==> config.mk <==
export PLATFORM = sky130hd
export DESIGN_NAME = sliding_window_rms_activity_gate_core_flat
export DESIGN_NICKNAME = d
export VERILOG_FILES = /design/src/design/swrag_pkg.sv /design/src/design/swrag_in_if.sv /design/src/design/swrag_out_if.sv /design/src/design/sliding_window_rms_activity_gate_core.sv /design/src/flat_wrapper.sv
export SDC_FILE = /design/constraint.sdc
export NUM_CORES = 2
export LEC_CHECK = 0
export BUFFER_PORTS_ARGS = -buffer_cell sky130_fd_sc_hd__buf_2
export CORE_MARGIN = 3
export CORE_UTILIZATION = 47
export DETAILED_ROUTE_END_ITERATION = 6
export PLACE_DENSITY = 0.73
export SYNTH_ARGS = -nofsm -noshare
export SYNTH_HDL_FRONTEND = slang
export SYNTH_SLANG_ARGS = --single-unit
==> constraint.sdc <==
create_clock -name clk -period 15.05 [get_ports clk]
set_input_delay 0.7525 -clock clk [delete_from_list [all_inputs] [get_ports clk]]
set_output_delay 0.7525 -clock clk [all_outputs]
set_load 0.01 [all_outputs]
==> src/design/swrag_pkg.sv <==
// ----------------------------------------------------------------------------
// Sliding window RMS gate - package
// Shared widths, defaults, register map and controller states.
// ----------------------------------------------------------------------------
`default_nettype none

package swrag_pkg;

  localparam int WINDOW_DEF = 64;
  localparam int HOP_DEF    = 32;

  localparam int SAMPLE_W = 13;
  localparam int RMS_W    = 16;
  localparam int THR_W    = 16;

  localparam int CFG_DW = 32;
  localparam int CFG_AW = 3;

  // register index is paddr[CFG_AW-1]
  localparam logic REG_IDX_THRESHOLD = 1'b0;

  localparam logic [THR_W-1:0] THR_RESET = 16'd288;
  localparam logic [RMS_W-1:0] RMS_MAX   = 16'hFFFF;

  typedef enum logic [2:0] {
    ST_IDLE,
    ST_UPD,
    ST_PROD,
    ST_DIFF,
    ST_ROOT,
    ST_DIV,
    ST_OUT
  } state_t;

endpackage

`default_nettype wire

==> src/design/swrag_in_if.sv <==
// ----------------------------------------------------------------------------
// Sliding window RMS gate - sample channel
// Valid/ready channel carrying one ADC sample per request.
// ----------------------------------------------------------------------------
`default_nettype none

interface swrag_in_if;
  logic                              valid;
  logic                              ready;
  logic signed [swrag_pkg::SAMPLE_W-1:0] sample;

  modport source (output valid, output sample, input ready);
  modport sink   (input valid, input sample, output ready);
endinterface

`default_nettype wire

==> src/design/swrag_out_if.sv <==
// ----------------------------------------------------------------------------
// Sliding window RMS gate - result channel
// Valid/ready channel carrying the RMS value and the activity flag.
// ----------------------------------------------------------------------------
`default_nettype none

interface swrag_out_if;
  logic                          valid;
  logic                          ready;
  logic [swrag_pkg::RMS_W-1:0]   rms_q4;
  logic                          active;

  modport source (output valid, output rms_q4, output active, input ready);
  modport sink   (input valid, input rms_q4, input active, output ready);
endinterface

`default_nettype wire

==> src/design/sliding_window_rms_activity_gate_core.sv <==
// ----------------------------------------------------------------------------
// Sliding window RMS activity gate with mean removal
// Item without result: window read on accept, then write-back of sums (IDLE, UPD).
// Item with result: IDLE, UPD, PROD, DIFF, then the bit-serial square root in ROOT,
//   a reciprocal divide in DIV if WINDOW is no power of 2, and OUT.
// A held result stalls the next one.
// Reset clears pointer, counts and sums and loads the default threshold; the window memory is not cleared.
// ----------------------------------------------------------------------------
`default_nettype none

module sliding_window_rms_activity_gate_core #(
  parameter int WINDOW = swrag_pkg::WINDOW_DEF,
  parameter int HOP    = swrag_pkg::HOP_DEF
) (
  input  wire                              clk,
  input  wire                              rst_n,
  swrag_in_if.sink                         in_chan,
  swrag_out_if.source                      out_chan,
  input  wire                              cfg_psel,
  input  wire                              cfg_penable,
  input  wire                              cfg_pwrite,
  input  wire [swrag_pkg::CFG_AW-1:0]      cfg_paddr,
  input  wire [swrag_pkg::CFG_DW-1:0]      cfg_pwdata,
  output logic [swrag_pkg::CFG_DW-1:0]     cfg_prdata,
  output logic                             cfg_pready
);

  localparam int SAMPLE_W = swrag_pkg::SAMPLE_W;
  localparam int RMS_W    = swrag_pkg::RMS_W;
  localparam int THR_W    = swrag_pkg::THR_W;
  localparam int LOGW     = $clog2(WINDOW);
  localparam int FILL_W   = $clog2(WINDOW + 1);
  localparam int HOP_W    = $clog2(HOP + 1);
  localparam int SUM_W    = LOGW + 14;
  localparam int SQ_W     = LOGW + 25;
  localparam int D_W      = 2 * LOGW + 25;
  localparam int N_STEPS  = (D_W + 8 + 1) / 2;
  localparam int RAD_W    = 2 * N_STEPS;
  localparam int ROOT_W   = N_STEPS;
  localparam int REM_W    = ROOT_W + 2;
  localparam int CNT_W    = $clog2(N_STEPS);
  localparam int SSQ_W    = 2 * SAMPLE_W;
  localparam bit POW2     = ((1 << LOGW) == WINDOW);
  localparam int RECIP_W  = ROOT_W + 1;
  localparam int RECIP_SH = ROOT_W + LOGW;
  localparam int PROD_W   = ROOT_W + RECIP_W;
  localparam logic [RECIP_W-1:0] RECIP =
    RECIP_W'(((64'd1 << RECIP_SH) + 64'(WINDOW) - 64'd1) / 64'(WINDOW));

  swrag_pkg::state_t state_r, state_nxt;

  // control state
  logic [LOGW-1:0]          wp_r;
  logic [FILL_W-1:0]        fill_r, fill_nxt;
  logic [HOP_W-1:0]         hop_r, hop_nxt;
  logic signed [SUM_W-1:0]  sum_r, sum_nxt;
  logic [SQ_W-1:0]          sumsq_r, sumsq_nxt;
  logic [THR_W-1:0]         thr_r;
  logic                     out_valid_r;

  // datapath
  logic [SAMPLE_W-1:0]      sample_r;
  logic [SAMPLE_W-1:0]      old_r;
  logic [D_W-1:0]           wsq_r, sq_r;
  logic [RAD_W-1:0]         rad_r;
  logic [REM_W-1:0]         rem_r, rem_sh, rem_nxt, trial;
  logic [ROOT_W-1:0]        root_r, root_nxt;
  logic [ROOT_W-1:0]        quo_r;
  logic [PROD_W-1:0]        div_prod;
  logic [CNT_W-1:0]         cnt_r;
  logic [RMS_W-1:0]         out_rms_r, rms_sat;
  logic                     out_active_r;

  logic [SAMPLE_W-1:0]      win_mem [WINDOW];

  logic                     in_rdy, mem_rd, mem_wr, out_load;
  logic                     full, emit, root_ge, cnt_last, accept, cfg_wr;
  logic signed [SAMPLE_W-1:0] smp_s, old_s;
  logic signed [SSQ_W-1:0]  smp_sq, old_sq;
  logic signed [2*SUM_W-1:0] sum_sq;
  logic [FILL_W-1:0]        fill_inc;
  logic [HOP_W-1:0]         hop_inc;

  assign accept   = in_chan.valid && in_rdy;
  assign cnt_last = (cnt_r == CNT_W'(N_STEPS - 1));

  // window update arithmetic
  always_comb begin
    full     = (fill_r == FILL_W'(WINDOW));
    smp_s    = $signed(sample_r);
    old_s    = full ? $signed(old_r) : '0;
    smp_sq   = smp_s * smp_s;
    old_sq   = old_s * old_s;
    sum_nxt  = sum_r + SUM_W'(smp_s) - SUM_W'(old_s);
    sumsq_nxt = sumsq_r + SQ_W'($unsigned(smp_sq)) - SQ_W'($unsigned(old_sq));
    fill_inc = fill_r + FILL_W'(1);
    hop_inc  = hop_r + HOP_W'(1);
    if (!full) begin
      fill_nxt = fill_inc;
      emit     = (fill_inc == FILL_W'(WINDOW));
      hop_nxt  = '0;
    end else begin
      fill_nxt = fill_r;
      emit     = (hop_inc >= HOP_W'(HOP));
      hop_nxt  = emit ? '0 : hop_inc;
    end
  end

  // square root steps and reciprocal divide
  always_comb begin
    sum_sq   = sum_r * sum_r;
    rem_sh   = {rem_r[REM_W-3:0], rad_r[RAD_W-1 -: 2]};
    trial    = {root_r, 2'b01};
    root_ge  = (rem_sh >= trial);
    rem_nxt  = root_ge ? (rem_sh - trial) : rem_sh;
    root_nxt = {root_r[ROOT_W-2:0], root_ge};
    div_prod = PROD_W'(quo_r) * PROD_W'(RECIP);
    rms_sat  = (|quo_r[ROOT_W-1:RMS_W]) ? swrag_pkg::RMS_MAX : quo_r[RMS_W-1:0];
  end

  // next state
  always_comb begin
    state_nxt = state_r;
    case (state_r)
      swrag_pkg::ST_IDLE: if (accept) state_nxt = swrag_pkg::ST_UPD;
      swrag_pkg::ST_UPD:  state_nxt = emit ? swrag_pkg::ST_PROD : swrag_pkg::ST_IDLE;
      swrag_pkg::ST_PROD: state_nxt = swrag_pkg::ST_DIFF;
      swrag_pkg::ST_DIFF: state_nxt = swrag_pkg::ST_ROOT;
      swrag_pkg::ST_ROOT: begin
        if (cnt_last) state_nxt = POW2 ? swrag_pkg::ST_OUT : swrag_pkg::ST_DIV;
      end
      swrag_pkg::ST_DIV:  state_nxt = swrag_pkg::ST_OUT;
      swrag_pkg::ST_OUT:  if (out_load) state_nxt = swrag_pkg::ST_IDLE;
      default:            state_nxt = swrag_pkg::ST_IDLE;
    endcase
  end

  // outputs
  always_comb begin
    in_rdy   = 1'b0;
    mem_rd   = 1'b0;
    mem_wr   = 1'b0;
    out_load = 1'b0;
    case (state_r)
      swrag_pkg::ST_IDLE: begin
        in_rdy = 1'b1;
        mem_rd = in_chan.valid;
      end
      swrag_pkg::ST_UPD: mem_wr = 1'b1;
      swrag_pkg::ST_OUT: out_load = !out_valid_r || out_chan.ready;
      default: ;
    endcase
  end

  // window memory: read old entry on accept, write new sample next cycle
  always_ff @(posedge clk) begin
    if (mem_wr) win_mem[wp_r] <= sample_r;
    if (mem_rd) old_r <= win_mem[wp_r];
  end

  assign cfg_wr = cfg_psel && cfg_penable && cfg_pwrite &&
                  (cfg_paddr[swrag_pkg::CFG_AW-1] == swrag_pkg::REG_IDX_THRESHOLD);

  always_ff @(posedge clk) begin
    if (!rst_n) begin
      state_r     <= swrag_pkg::ST_IDLE;
      wp_r        <= '0;
      fill_r      <= '0;
      hop_r       <= '0;
      sum_r       <= '0;
      sumsq_r     <= '0;
      thr_r       <= swrag_pkg::THR_RESET;
      out_valid_r <= 1'b0;
    end else begin
      state_r <= state_nxt;
      if (mem_wr) begin
        wp_r    <= (wp_r == LOGW'(WINDOW - 1)) ? '0 : wp_r + LOGW'(1);
        fill_r  <= fill_nxt;
        hop_r   <= hop_nxt;
        sum_r   <= sum_nxt;
        sumsq_r <= sumsq_nxt;
      end
      if (cfg_wr) thr_r <= cfg_pwdata[THR_W-1:0];
      if (out_load) begin
        out_valid_r <= 1'b1;
      end else if (out_chan.ready) begin
        out_valid_r <= 1'b0;
      end
    end
  end

  always_ff @(posedge clk) begin
    case (state_r)
      swrag_pkg::ST_IDLE: if (accept) sample_r <= in_chan.sample;
      swrag_pkg::ST_PROD: begin
        wsq_r <= D_W'(sumsq_r) * D_W'(WINDOW);
        sq_r  <= D_W'($unsigned(sum_sq));
      end
      swrag_pkg::ST_DIFF: begin
        rad_r  <= RAD_W'({wsq_r - sq_r, 8'b0});
        rem_r  <= '0;
        root_r <= '0;
        cnt_r  <= '0;
      end
      swrag_pkg::ST_ROOT: begin
        rad_r  <= rad_r << 2;
        rem_r  <= rem_nxt;
        root_r <= root_nxt;
        cnt_r  <= cnt_last ? '0 : cnt_r + CNT_W'(1);
        if (cnt_last) begin
          quo_r <= POW2 ? (root_nxt >> LOGW) : root_nxt;
        end
      end
      swrag_pkg::ST_DIV: begin
        quo_r <= ROOT_W'(div_prod >> RECIP_SH);
      end
      swrag_pkg::ST_OUT: begin
        if (out_load) begin
          out_rms_r    <= rms_sat;
          out_active_r <= (rms_sat >= thr_r);
        end
      end
      default: ;
    endcase
  end

  assign in_chan.ready   = in_rdy;
  assign out_chan.valid  = out_valid_r;
  assign out_chan.rms_q4 = out_rms_r;
  assign out_chan.active = out_active_r;

  assign cfg_pready = 1'b1;
  assign cfg_prdata = (cfg_paddr[swrag_pkg::CFG_AW-1] == swrag_pkg::REG_IDX_THRESHOLD) ?
                      swrag_pkg::CFG_DW'(thr_r) : '0;

endmodule

`default_nettype wire

==> src/flat_wrapper.sv <==
// flat-port wrapper written by rule: the top's interface ports become plain ports
module sliding_window_rms_activity_gate_core_flat 
#(
  parameter int WINDOW = swrag_pkg::WINDOW_DEF,
  parameter int HOP    = swrag_pkg::HOP_DEF
)
  (clk, rst_n, cfg_psel, cfg_penable, cfg_pwrite, cfg_paddr, cfg_pwdata, cfg_prdata, cfg_pready, in_chan_valid, in_chan_sample, in_chan_ready, out_chan_valid, out_chan_rms_q4, out_chan_active, out_chan_ready);
  swrag_in_if in_chan_i ();
  swrag_out_if out_chan_i ();
  input  wire clk;
  input  wire rst_n;
  input  wire cfg_psel;
  input  wire cfg_penable;
  input  wire cfg_pwrite;
  input  wire [swrag_pkg::CFG_AW-1:0] cfg_paddr;
  input  wire [swrag_pkg::CFG_DW-1:0] cfg_pwdata;
  output logic [swrag_pkg::CFG_DW-1:0] cfg_prdata;
  output logic cfg_pready;
  input wire logic [$bits(in_chan_i.valid)-1:0] in_chan_valid;
  input wire logic [$bits(in_chan_i.sample)-1:0] in_chan_sample;
  output wire logic [$bits(in_chan_i.ready)-1:0] in_chan_ready;
  output wire logic [$bits(out_chan_i.valid)-1:0] out_chan_valid;
  output wire logic [$bits(out_chan_i.rms_q4)-1:0] out_chan_rms_q4;
  output wire logic [$bits(out_chan_i.active)-1:0] out_chan_active;
  input wire logic [$bits(out_chan_i.ready)-1:0] out_chan_ready;
  assign in_chan_i.valid = in_chan_valid;
  assign in_chan_i.sample = in_chan_sample;
  assign in_chan_ready = in_chan_i.ready;
  assign out_chan_valid = out_chan_i.valid;
  assign out_chan_rms_q4 = out_chan_i.rms_q4;
  assign out_chan_active = out_chan_i.active;
  assign out_chan_i.ready = out_chan_ready;
  sliding_window_rms_activity_gate_core #(.WINDOW(WINDOW), .HOP(HOP)) u_core (.clk(clk), .rst_n(rst_n), .in_chan(in_chan_i), .out_chan(out_chan_i), .cfg_psel(cfg_psel), .cfg_penable(cfg_penable), .cfg_pwrite(cfg_pwrite), .cfg_paddr(cfg_paddr), .cfg_pwdata(cfg_pwdata), .cfg_prdata(cfg_prdata), .cfg_pready(cfg_pready));
endmodule
==> flow_metrics.py <==
metrics = {
    "drt": {
        "drt_iter0_drc": 3977,
        "drt_pre_antenna_iters": 7,
        "via_count": 45900,
        "wire_per_inst_um": 21.2,
        "drtAntennaViolNets": 0,
        "drc": 0,
        "wl_um": 172000,
        "vias_per_cell": 5.66,
    },
    "logic_synthesis": {
        "synth_area_leader_cell": "edfxtp_1",
        "synth.top_cell.area_share_pct": 43.6,
        "async_reset_ff_share_pct": 0,
        "postSynthRegisterBits": 1137,
        "synthTopCellsByArea": "edfxtp_1, fa_1, ha_1",
        "ys_types": 97,
        "synth-main-ff-cell": "edfxtp_1",
        "post-synth-top-count-cell": "edfxtp_1",
        "synthCells": 5919,
        "synth_edf_count": 1047,
        "synth.cell_area_um2": 72100,
        "seq_area_frac_synth_pct": 46.1,
        "synth_warnings": 0,
        "avgSynthCellArea_um2": 12.2,
        "ys_top_cells_by_count": "edfxtp_1, inv_1, fa_1",
    },
    "floorplan": {
        "die_w_um": 398,
        "ios": 107,
        "die_y_um": 398,
        "coreArea_um2": 152000,
        "num_rows": 143,
        "initial_core_util_pct": 47.4,
        "fp.dieArea_um2": 158000,
    },
    "worst_setup_path": {
        "start_kind": "flip-flop",
        "max_stage_delay_ps": 750,
        "rr_worst_depth": 30,
        "cp.arrival_ps": 10950,
        "cp_max_fo": 59,
        "reg2reg_to": "u_core.sumsq_r[28]$_SDFFE_PN0P_",
        "critPathMostFrequentCell": "fa_1",
        "cp.required_ps": 15720,
        "critPathKind": "reg2reg",
        "rrSetupSlack_ps": 4770,
        "worstSetupEndpointType": "flip-flop",
        "r2r-start": "u_core.fill_r[3]$_SDFFE_PN0P_",
        "crit_slowest_cell": "nand2_1",
    },
    "timing": {
        "period_needed_ps": 10280,
        "maxSlewHeadroom_pct": 20.4,
        "skew_ps": 98.1,
        "tightest_slew_ps": 1190,
        "finalHoldViolCount": 0,
        "timing.final.crit_share_pct": 68.3,
        "rsz0062_at_grt": "no",
        "setup_viol_count_final": 0,
        "final_max_slew_viol_count": 0,
        "tns_ps": 0,
        "fmax_mhz": 97.2,
    },
    "min_path": {
        "hold_end": "u_core.sample_r[10]$_DFFE_PP_",
        "hold_path_depth": 1,
        "hold_start": "in_chan_sample[10]",
        "hold_path_class": "in2reg",
    },
    "finish": {
        "drive_above_1_share_pct": 7.54,
        "syn2layout_area_growth_pct": 9.15,
        "post-route-util_pct": 51.7,
        "nets": 7112,
    },
    "place": {
        "io_buffers": 71,
        "gp_congestion": 0.916,
        "hpwl_um": 117000,
    },
    "clocking": {
        "clock_sinks": 1137,
        "h-tree-depth": 3,
        "path_clk_slew_ps": 70,
        "clock_latency_ps": 760,
        "post_cts_buffers": 0,
        "numCtsBuffers": 108,
        "cts_tree": "built",
        "cts_resized": 0,
        "postCtsHoldBufs": 0,
        "cts_root_buf": "clkbuf_16",
        "cts.path.max_buffers": 3,
    },
    "grt": {
        "grt_max_degree": 106,
        "grt_pass1_wl_um": 271000,
        "antenna_found_initial": 3,
        "track_usage_pct": 22.0,
        "grt_pass1_vias": 48100,
        "gr-total-overflow": 0,
    },
    "run": {
        "drv_cap": 0,
    },
    "power": {
        "p_leak_uw": 0.0317,
        "ir_worst_vdd_mv": 0.698,
        "totalPowerFinal_uw": 16000,
        "p_per_area_nw_per_um2": 203,
    },
    "status": {
        "status": "finished clean",
    },
}
-- area by class of cell --
class                      instances  area (µm²)
clock buffer                     139        2880
antenna                            1        2.50
tap                             2030        2540
fill                           12800       73400
sequential                      1137       33200
clock inverter                    61         747
inverter                         929        3490
timing repair buffer             202        1360
multi-input combinational       3617       34400
-- where the power goes --
group | switching, µW | total [µW] | internal, µW
clock | 1210 | 2760 | 1540
combinational | 5600 | 9680 | 4080
sequential | 48.1 | 3560 | 3510
-- cell usage in the layout (no fill, tap or decap), types with 90 or more instances in the layout --
cell type | Yosys | final
edfxtp_1 | 1047 | 1047
inv_1 | 924 | 924
fa_1 | 690 | 690
nand2_1 | 383 | 382
ha_1 | 372 | 372
nor2_1 | 304 | 299
a22oi_1 | 254 | 254
a21oi_1 | 172 | 172
and2_1 | 151 | 150
xnor2_1 | 129 | 129
buf_4 | 17 | 129
clkbuf_16 | 0 | 109
o21ai_0 | 102 | 102
dfxtp_1 | 90 | 90
-- sequential cells by signal, summed over array words and instances (netlist names), 17 cells and up --
name / count
u_core.win_mem: 832
u_core.rad_r: 37
u_core.sq_r: 36
u_core.sumsq_r: 31
u_core.wsq_r: 31
u_core.rem_r: 23
u_core.root_r: 23
u_core.sum_r: 20
u_core.quo_r: 17
-- routing by layer --
| layer | part of all wire (%) | track usage, % |
|---|---|---|
| met1 | 39 | 28.4 |
| met2 | 48 | 37.0 |
| met5 | 0.0075 | 0 |
| met4 | 4.2 | 8.72 |
| met3 | 8.0 | 3.79 |
-- worst max-delay path by stage --
stage	from	end	cells past startpoint
after floorplan	u_core.fill_r[3]$_SDFFE_PN0P_	u_core.sumsq_r[28]$_SDFFE_PN0P_	34
after global placement	u_core.fill_r[3]$_SDFFE_PN0P_	u_core.sumsq_r[28]$_SDFFE_PN0P_	30
after detailed placement	u_core.fill_r[3]$_SDFFE_PN0P_	u_core.sumsq_r[28]$_SDFFE_PN0P_	30
after CTS	u_core.fill_r[3]$_SDFFE_PN0P_	u_core.sumsq_r[28]$_SDFFE_PN0P_	30
after global routing	u_core.fill_r[3]$_SDFFE_PN0P_	u_core.sumsq_r[28]$_SDFFE_PN0P_	30
final	u_core.fill_r[3]$_SDFFE_PN0P_	u_core.sumsq_r[28]$_SDFFE_PN0P_	30
-- kinds of logic (layout without fill, tap and decap cells) --
logic type	count (synthesis)	count (layout)	synth area share [%]
buffers and inverters	1180	1331	6.34
multiplexers	35	35	0.509
other	2	18	0.0104
adder cells (fa/ha/maj)	1062	1062	25.6
AND/OR/NAND/NOR	1217	1217	8.12
XOR/XNOR	212	212	2.58
AO/OA/AOI/OAI	1074	1074	10.7
flip-flops	1137	1137	46.1
-- worst max-delay path, delay by kind of cell (launching register included) --
family | cells | cell delay, ps
adders and majority gates | 9 | 3840
AOI/OAI and AO/OA | 12 | 2560
and+or+nand+nor | 5 | 2410
buffers and inverters | 2 | 500
xor gates and xnor gates | 2 | 470
DFF | 1 | 350
-- per-stage QoR --
stage	instances	hold WS [ps]	setup WS, ps	instance area [µm²]
2_1_floorplan	5934	408	6030	72100
3_3_place_gp	7915	418	5030	75000
3_5_place_dp	7915	416	4900	75000
4_1_cts	8115	141	4850	78600
5_1_grt	8115	162	4230	78600
6_report	8116	189	4770	78600
Note: power is estimated with default switching activity, not from simulation.
